`src/rtl/luma_color_normalizer_defines.svh`:
```
// Assertion macros shared by the luma color normalizer RTL.
`ifndef LUMA_COLOR_NORMALIZER_DEFINES_SVH
`define LUMA_COLOR_NORMALIZER_DEFINES_SVH

// Checks that the consequent holds in the same cycle as the antecedent.
`define LCN_ASSERT_NOW(lbl, ante, cons) \
  lbl: assert property (@(posedge clk) disable iff (!rst_n) (ante) |-> (cons)) \
    else $error("luma_color_normalizer: same-cycle check failed");

// Checks that the consequent holds in the cycle after the antecedent.
`define LCN_ASSERT_NEXT(lbl, ante, cons) \
  lbl: assert property (@(posedge clk) disable iff (!rst_n) (ante) |=> (cons)) \
    else $error("luma_color_normalizer: next-cycle check failed");

`endif

```
`src/rtl/lcn_pkg.sv`:
```
// Shared constants for the luma color normalizer.
`default_nettype none
package lcn_pkg;
  localparam int COEF_FRAC_BITS_DEF = 16;
  localparam int CHAN_W = 8;
  localparam int NUM_CH = 3;
  localparam int CH_RED = 0;
  localparam int CH_GREEN = 1;
  localparam int CH_BLUE = 2;
  localparam logic [CHAN_W-1:0] TARGET_RESET = 8'd100;
  localparam logic [CHAN_W-1:0] CHAN_MAX = 8'd255;
  // BT.709 weights in units of 1/10000.
  localparam longint KR_E4 = 2126;
  localparam longint KB_E4 = 722;
endpackage
`default_nettype wire

```
`src/rtl/luma_color_normalizer.sv`:
```
// Top level of the luma color normalizer: luma, per-channel scale and saturation.
`default_nettype none
`include "luma_color_normalizer_defines.svh"

// Rescales each RGB pixel so that its BT.709 luma moves to target_luma, giving
// floor(c * target * 2^F / Ysum) per channel, saturated at 255; a black pixel gives
// all zeros. One pixel is taken every clock and busy stays low. Thirteen register
// stages sit between input and output: two form the luma and the numerators, one
// loads the divider, nine run a restoring divider that settles the saturation test
// and then one quotient bit per stage, and one registers the outputs. A result is on
// the out_ ports with out_valid for one cycle. The receiver cannot stall, so a
// result must be taken in the cycle that out_valid is high.
module luma_color_normalizer #(
  parameter int COEF_FRAC_BITS = lcn_pkg::COEF_FRAC_BITS_DEF
) (
  input  wire                       clk,
  input  wire                       rst_n,
  input  wire                       cfg_we,
  input  wire [lcn_pkg::CHAN_W-1:0] cfg_wdata,
  input  wire                       start,
  output logic                      busy,
  input  wire [lcn_pkg::CHAN_W-1:0] in_red_in,
  input  wire [lcn_pkg::CHAN_W-1:0] in_green_in,
  input  wire [lcn_pkg::CHAN_W-1:0] in_blue_in,
  output logic                      out_valid,
  output logic [lcn_pkg::CHAN_W-1:0] out_red_out,
  output logic [lcn_pkg::CHAN_W-1:0] out_green_out,
  output logic [lcn_pkg::CHAN_W-1:0] out_blue_out
);
  import lcn_pkg::*;

  localparam int KW = COEF_FRAC_BITS;
  localparam int YW = COEF_FRAC_BITS + CHAN_W;
  localparam int CTW = 2 * CHAN_W;
  localparam int NW = CTW + COEF_FRAC_BITS;
  localparam int QB = CHAN_W;
  localparam int DS = QB + 1;
  localparam longint ONE = longint'(1) << COEF_FRAC_BITS;
  localparam longint KR = ((KR_E4 << COEF_FRAC_BITS) + 5000) / 10000;
  localparam longint KB = ((KB_E4 << COEF_FRAC_BITS) + 5000) / 10000;
  localparam longint KG = ONE - KR - KB;
  localparam logic [KW-1:0] KR_C = KW'(KR);
  localparam logic [KW-1:0] KG_C = KW'(KG);
  localparam logic [KW-1:0] KB_C = KW'(KB);

  logic [CHAN_W-1:0] target_r;

  // Stage 1: weighted channels and c * target.
  logic              p1_vld_r;
  logic              p1_zero_r;
  logic [YW-1:0]     p1_prod_r [NUM_CH];
  logic [CTW-1:0]    p1_ct_r [NUM_CH];
  // Stage 2: luma sum and numerators.
  logic              p2_vld_r;
  logic              p2_zero_r;
  logic [YW-1:0]     p2_y_r;
  logic [CTW-1:0]    p2_ct_r [NUM_CH];

  // Divider stages.
  logic              d_vld_r  [DS+1];
  logic              d_zero_r [DS+1];
  logic [YW-1:0]     d_y_r    [DS+1];
  logic [NW-1:0]     d_rem_r  [DS+1][NUM_CH];
  logic [QB-1:0]     d_quo_r  [DS+1][NUM_CH];
  logic              d_sat_r  [DS+1][NUM_CH];
  logic [NW-1:0]     d_rem_nxt [DS+1][NUM_CH];
  logic [QB-1:0]     d_quo_nxt [DS+1][NUM_CH];
  logic              d_sat_nxt [DS+1][NUM_CH];

  logic [CHAN_W-1:0] pix [NUM_CH];
  logic [KW-1:0]     coef [NUM_CH];
  logic [CHAN_W-1:0] res_nxt [NUM_CH];

  assign busy = 1'b0;
  assign pix[CH_RED]    = in_red_in;
  assign pix[CH_GREEN]  = in_green_in;
  assign pix[CH_BLUE]   = in_blue_in;
  assign coef[CH_RED]   = KR_C;
  assign coef[CH_GREEN] = KG_C;
  assign coef[CH_BLUE]  = KB_C;

  always_ff @(posedge clk) begin
    if (!rst_n) begin
      target_r <= TARGET_RESET;
    end else if (cfg_we) begin
      target_r <= cfg_wdata;
    end
  end

  always_ff @(posedge clk) begin
    if (!rst_n) begin
      p1_vld_r <= 1'b0;
      p2_vld_r <= 1'b0;
    end else begin
      p1_vld_r <= start && !busy;
      p2_vld_r <= p1_vld_r;
    end
  end

  always_ff @(posedge clk) begin
    p1_zero_r <= (in_red_in == '0) && (in_green_in == '0) && (in_blue_in == '0);
    for (int ch = 0; ch < NUM_CH; ch++) begin
      p1_prod_r[ch] <= YW'(pix[ch]) * YW'(coef[ch]);
      p1_ct_r[ch]   <= CTW'(pix[ch]) * CTW'(target_r);
    end
    p2_zero_r <= p1_zero_r;
    p2_y_r    <= p1_prod_r[CH_RED] + p1_prod_r[CH_GREEN] + p1_prod_r[CH_BLUE];
    for (int ch = 0; ch < NUM_CH; ch++) begin
      p2_ct_r[ch] <= p1_ct_r[ch];
    end
  end

  // Stage 0 of the divider tests for a quotient above 255; each later stage
  // settles one quotient bit, most significant first.
  always_comb begin
    logic [NW-1:0] dsh;
    dsh = '0;
    for (int ch = 0; ch < NUM_CH; ch++) begin
      d_rem_nxt[0][ch] = {p2_ct_r[ch], {COEF_FRAC_BITS{1'b0}}};
      d_quo_nxt[0][ch] = '0;
      d_sat_nxt[0][ch] = 1'b0;
    end
    for (int st = 0; st < DS; st++) begin
      for (int ch = 0; ch < NUM_CH; ch++) begin
        d_rem_nxt[st+1][ch] = d_rem_r[st][ch];
        d_quo_nxt[st+1][ch] = d_quo_r[st][ch];
        d_sat_nxt[st+1][ch] = d_sat_r[st][ch];
        if (st == 0) begin
          dsh = NW'(d_y_r[st]) << QB;
          d_sat_nxt[st+1][ch] = d_rem_r[st][ch] >= dsh;
        end else begin
          dsh = NW'(d_y_r[st]) << (QB - st);
          if (d_rem_r[st][ch] >= dsh) begin
            d_rem_nxt[st+1][ch] = d_rem_r[st][ch] - dsh;
            d_quo_nxt[st+1][ch][QB-st] = 1'b1;
          end
        end
      end
    end
  end

  always_ff @(posedge clk) begin
    if (!rst_n) begin
      for (int st = 0; st <= DS; st++) begin
        d_vld_r[st] <= 1'b0;
      end
    end else begin
      d_vld_r[0] <= p2_vld_r;
      for (int st = 0; st < DS; st++) begin
        d_vld_r[st+1] <= d_vld_r[st];
      end
    end
  end

  always_ff @(posedge clk) begin
    d_zero_r[0] <= p2_zero_r;
    d_y_r[0]    <= p2_y_r;
    for (int st = 0; st < DS; st++) begin
      d_zero_r[st+1] <= d_zero_r[st];
      d_y_r[st+1]    <= d_y_r[st];
    end
    for (int st = 0; st <= DS; st++) begin
      for (int ch = 0; ch < NUM_CH; ch++) begin
        d_rem_r[st][ch] <= d_rem_nxt[st][ch];
        d_quo_r[st][ch] <= d_quo_nxt[st][ch];
        d_sat_r[st][ch] <= d_sat_nxt[st][ch];
      end
    end
  end

  // A black pixel has zero luma and gives zero on every channel.
  always_comb begin
    for (int ch = 0; ch < NUM_CH; ch++) begin
      if (d_zero_r[DS]) begin
        res_nxt[ch] = '0;
      end else if (d_sat_r[DS][ch]) begin
        res_nxt[ch] = CHAN_MAX;
      end else begin
        res_nxt[ch] = d_quo_r[DS][ch];
      end
    end
  end

  always_ff @(posedge clk) begin
    if (!rst_n) begin
      out_valid <= 1'b0;
    end else begin
      out_valid <= d_vld_r[DS];
    end
  end

  always_ff @(posedge clk) begin
    out_red_out   <= res_nxt[CH_RED];
    out_green_out <= res_nxt[CH_GREEN];
    out_blue_out  <= res_nxt[CH_BLUE];
  end

  `LCN_ASSERT_NOW(a_latency, start && !busy, ##(DS+4) out_valid)
  `LCN_ASSERT_NOW(a_no_spurious, out_valid, $past(start, DS+4))
  `LCN_ASSERT_NEXT(a_black_zero, d_vld_r[DS] && d_zero_r[DS],
                   out_red_out == '0 && out_green_out == '0 && out_blue_out == '0)
  `LCN_ASSERT_NEXT(a_red_sat, d_vld_r[DS] && !d_zero_r[DS] && d_sat_r[DS][CH_RED],
                   out_red_out == CHAN_MAX)
endmodule
`default_nettype wire
```
`config.mk`:
```
export PLATFORM = sky130hd
export DESIGN_NAME = luma_color_normalizer
export DESIGN_NICKNAME = d
export VERILOG_FILES = /design/src/rtl/lcn_pkg.sv /design/src/rtl/luma_color_normalizer.sv
export VERILOG_INCLUDE_DIRS = /design/src /design/src/rtl
export SDC_FILE = /design/constraint.sdc
export NUM_CORES = 2
export LEC_CHECK = 0
export ABC_AREA = 1
export BUFFER_PORTS_ARGS = -buffer_cell sky130_fd_sc_hd__buf_2
export CORE_AREA = 2 2 403 505
export CTS_CLUSTER_DIAMETER = 150
export CTS_CLUSTER_SIZE = 16
export DETAILED_ROUTE_END_ITERATION = 10
export DIE_AREA = 0 0 405 507
export HOLD_SLACK_MARGIN = 0.15
export PLACE_DENSITY = 0.6
export SYNTH_ARGS = -nofsm -noshare
export SYNTH_HDL_FRONTEND = slang
export SYNTH_SLANG_ARGS = --single-unit
```
`constraint.sdc`:
```
create_clock -name clk -period 6.7 [get_ports clk]
set_clock_uncertainty 0.15 [all_clocks]
set_input_delay 0.335 -clock clk [delete_from_list [all_inputs] [get_ports clk]]
set_output_delay 0.335 -clock clk [all_outputs]
set_load 0.1 [all_outputs]
```
Word level (Yosys, flattened, before mapping) --
Memory sizes are Yosys's and may differ from the RTL's. A register that Yosys moved wholly into a read port is not among the register bits. Index checks and enable logic that the tools add are counted. Widths: inputs -> output; s select.
Cells by class: add/sub/neg operators 26, multipliers 6, divide/modulo/power cells 0, magnitude comparators 27, equal/unequal tests 0, shifts and indexed selects 0, multiplexer cells 63, bitwise logic cells 10, reduce and logical (&&, ||, !) cells 6
Operators with widths (number):
- $mux 32 | 24
- $ge 32x24->1 | 3
- $ge 32x25->1 | 3
- $ge 32x26->1 | 3
- $ge 32x27->1 | 3
- $ge 32x28->1 | 3
- $ge 32x29->1 | 3
- $ge 32x30->1 | 3
- $ge 32x31->1 | 3
- $ge 32x32->1 | 3
- $sub 32x24->32 | 3
- $sub 32x25->32 | 3
- $sub 32x26->32 | 3
- $sub 32x27->32 | 3
- $sub 32x28->32 | 3
- $sub 32x29->32 | 3
- $sub 32x30->32 | 3
- $sub 32x31->32 | 3
- $add 24x24->24 | 2
- $mul 8x8->16 | 3
- $mux 1 | 36
- $logic_not 8->1 | 3
- $mul 8x16->24 const B | 1
- $mux 8 | 3
- other kinds (5) | 15
Storage, ports and cells: flip-flop bits (word level) 60, latch bits 0, memory bits (writable) 1658, memory bits (read-only) 0, bits of input ports 36, output and inout bits 26, word-level logic and storage cells 156, memories kept 9
Memories:
- d_rem_r | words 10, width 96, read ports 9, clocked after Yosys merged registers in 0, wr ports 10, line luma_color_normalizer.sv:63 | logic [NW-1:0] d_rem_r [DS+1][NUM_CH];
- d_quo_r | words 10, width 24, read ports 10, clocked after Yosys merged registers in 0, wr ports 10, line luma_color_normalizer.sv:64 | logic [QB-1:0] d_quo_r [DS+1][NUM_CH];
- d_y_r | words 10, width 24, read ports 9, clocked after Yosys merged registers in 0, wr ports 10, line luma_color_normalizer.sv:62 | logic [YW-1:0] d_y_r [DS+1];
- p1_prod_r | words 3, width 24, read ports 3, clocked after Yosys merged registers in 0, wr ports 3, line luma_color_normalizer.sv:51 | logic [YW-1:0] p1_prod_r [NUM_CH];
- p1_ct_r | words 3, width 16, read ports 3, clocked after Yosys merged registers in 0, wr ports 3, line luma_color_normalizer.sv:52 | logic [CTW-1:0] p1_ct_r [NUM_CH];
- p2_ct_r | words 3, width 16, read ports 3, clocked after Yosys merged registers in 0, wr ports 3, line luma_color_normalizer.sv:57 | logic [CTW-1:0] p2_ct_r [NUM_CH];
- 3 more memories

Depth between registers and ports, before layout --
depth in word-level cells 3, gate-level depth with buffers 21, depth with buffers taken out 19

Worst setup path after synthesis --
No wires, ideal clock.
kind reg-to-reg, start point register target_r[5], end point memory p1_ct_r[0][28] in the netlist's numbering, library setup time 0.112 ns, data arrival time 3.997 ns, slack 2.441 ns, stages on the path, launching flop included 19, path buffers 2, clock period less this slack 4.259 ns, cell sequence dfxtp_1 clkbuf_1 clkbuf_1 nand2_1 fa_1 fa_1 inv_1 fa_1 inv_1 fa_1 inv_1 ha_1 a21oi_1 a21boi_0 o21ai_0 nand2_1 nand2_1 nand2_1 nand2_1
RTL lines:
- start: declaration | line luma_color_normalizer.sv:46 | logic [CHAN_W-1:0] target_r;
- start signal: assignment | line luma_color_normalizer.sv:86 | target_r <= cfg_wdata;
- end: declaration | line luma_color_normalizer.sv:52

==> results.ini <==
[critical_path]
crit_chain=nand2_1 -> inv_1 -> fa_1 -> ha_1 -> inv_1 -> fa_1 -> fa_1 -> inv_1 -> ha_1 -> nand2_1 -> o21ai_0 -> a21oi_1 -> o21ai_0 -> nand2_1 -> nand3_1 -> nand2_1
ff2ff_setup_slack_ns=1.71
slowest_delay_ns=1.22
crit_path_end=p1_ct_r[0][13]
r2r_cells=16
crit_type=reg2reg
reg2reg_from=target_r[4]
required_ns=7.20
path_buf_inv=3
cp.arrival_ns=5.49
cp-startpoint=target_r[4]
path_depth=16
cpLargestDelayFamily=adder cells
startpoint_type=flip-flop
critical_path.slowest_cell=dfxtp_1
cp_max_fo=25
cpMostUsedCell=nand2_1
rr_endpoint=p1_ct_r[0][13]
end_kind=flip-flop

[floorplanning]
core_um2=201000
initial_core_util_pct=44.8
dieWidth_um=405
row_count=184
io_pins=62
die_h_um=507
die_area_um2=205000

[worst_hold_path]
worstHoldPathType=reg2reg

[logic_synthesis]
syn_avg_cell_area_um2=6.50
synth-async-reset-ratio_pct=0
synth_edf_count=0
ys_seq_area_share_pct=28.4
syn_area_um2=89900
yosysUniqueCellTypes=50
synthesis.nets=15000
ys_seq_elements=1277
ys.flop_type=dfxtp_1
synthCells=13800
yosys_warnings=0

[timing]
tightest_slew_ns=1.34
fin_crit_ns=4.99
rsz0062_at_grt=false
setup_viol=0
fin_setup_tns_ns=0
timing.fmax_mhz=200
slew_headroom_pct=10.4
hold_slack_ns=0.165
final_hold_viol_count=0
slew_violations=0
period_share_pct=74.4

[job]
maxCapViolCount=0

[clock_network]
cts_tree=yes
cts_buffer_depth=3
cts-htree-levels=3
cts_made_buffers=89
clock_sinks=1277
cts.clk_slew.worst_paths_ns=0.09
cts_setup_buffers=0
clkLatencyLatePin_ns=0.80
cts_root_buf=clkbuf_16

[routing]
dr.first_iter.drc_count=4336
num_vias=81300
drt_pre_antenna_iters=5
drt_wl_total_mm=326
drcViolationCount=0
wire_per_inst_um=19.6
via_per_inst=4.90
postRouteAntennaNets=0

[final_layout]
area_delta_synth_final_pct=6.41
fin_util_pct=47.7
most-common-layout-cells=5349 x nand2_1, 2676 x inv_1, 1277 x dfxtp_1, 894 x ha_1, 851 x nor2_1
layout.nets=15000
mostFrequentLayoutCell=nand2_1
drive_gt1_share_pct=2.15
fin_cells=16600

[global_route]
globalRoute.totalOverflow=0
first_global_vias=80700
grt_use_total_pct=31.5
grt_start_max_net_pins=36
grt_pass1_wl_mm=484
antenna_found_initial=23

[place]
dp_hpwl_mm=279
portBuffers=60
dp.cells=16400
gp_congestion=1.06

[run_status]
status=complete, no violations

==> layer usage <==
layer  global-route usage (%)  routed length, µm  vias up
met5                        0                 76        -
met4                     32.0              39700       12
met3                     3.46              10800     1003
met2                     57.2             161000     1866
met1                     30.3             114000    36400
li1                         -                  -    42100
==> cell usage after synthesis (3+ instances only) <==
master | number | area [µm²]
nand2_1 | 5349 | 20100
inv_1 | 2676 | 10000
dfxtp_1 | 1277 | 25600
ha_1 | 894 | 11200
nor2_1 | 852 | 3200
nand3_1 | 714 | 3570
a21oi_1 | 512 | 2560
xor2_1 | 279 | 2440
fa_1 | 228 | 4560
nand4_1 | 150 | 938
o21ai_0 | 149 | 746
nor3_1 | 108 | 541
nand3b_1 | 95 | 713
xnor2_1 | 80 | 701
clkbuf_1 | 56 | 210
and2_1 | 47 | 294
buf_2 | 43 | 215
o21bai_1 | 34 | 255
buf_4 | 29 | 218
buf_6 | 25 | 282
nor2_2 | 24 | 150
or2_2 | 22 | 138
inv_2 | 21 | 78.8
nor4_1 | 21 | 131
a21oi_2 | 19 | 166
nand2_2 | 14 | 87.6
a21o_1 | 13 | 97.6
and3_1 | 12 | 75.1
nand3_2 | 12 | 120
a211oi_1 | 10 | 75.1
o211ai_1 | 10 | 75.1
a21boi_0 | 5 | 37.5
nor3b_1 | 5 | 37.5
o2111ai_1 | 5 | 43.8
a31oi_1 | 4 | 25.0
clkbuf_2 | 4 | 20.0
nor3_2 | 4 | 40.0
nor2_4 | 3 | 33.8
o21a_1 | 3 | 22.5
==> metrics by stage <==
step           worst slack (ns)  area (µm²)
6_report                   1.71       95700
5_1_grt                    1.33       95600
4_1_cts                    1.71       95600
3_5_place_dp               1.75       92800
3_3_place_gp               1.76       92800
2_1_floorplan              2.44       89900
==> registers in the layout (all words and copies together) (netlist names) <==
name           cells
target_r           8
p1_vld_r           1
out_blue_out       8
d_y_r            216
p2_zero_r          1
p2_ct_r           48
out_red_out        8
d_sat_r           27
d_rem_r          684
d_vld_r           10
d_quo_r          108
p2_y_r            24
p1_zero_r          1
p1_ct_r           48
p1_prod_r         65
d_zero_r          10
out_valid          1
p2_vld_r           1
out_green_out      8
==> logic make-up after synthesis <==
kind of cell | Yosys count | synth area share [%]
AND/OR/NAND/NOR | 7436 | 33.6
XOR/XNOR | 359 | 3.50
AO/OA/AOI/OAI | 770 | 4.63
other | 1 | 0.00417
flip-flops | 1277 | 28.4
buffers and inverters | 2857 | 12.3
adder cells (fa/ha/maj) | 1122 | 17.5
==> worst min-delay path by stage <==
stage / start / to / cells after the start
after CTS: p2_ct_r[0][21] / d_rem_r[0][53] / 0
after global placement: p1_ct_r[0][19] / p2_ct_r[0][19] / 0
after floorplan: d_quo_r[2][15] / d_quo_r[3][15] / 0
final: p2_ct_r[0][21] / d_rem_r[0][53] / 0
after detailed placement: d_quo_r[2][23] / d_quo_r[3][23] / 0
after global routing: p2_ct_r[0][21] / d_rem_r[0][53] / 0
==> timing repair <==
item,CTS,global route
hold buffers,41,0
hold endpoints to repair,40,0
gates resized for setup,0,0
==> cell type report <==
class	instances	area, µm²
Fill cell	21400	105000
Sequential cell	1277	25600
Multi-Input combinational cell	9688	53300
Clock buffer	93	2290
Inverter	2700	10100
Tap cell	2697	3370
Clock inverter	5	116
Timing Repair Buffer	118	838
Antenna cell	29	72.6
Power is left out: the tool's default activity adds up to more than one toggle a clock period on the data nets, which glitch-free logic cannot reach.
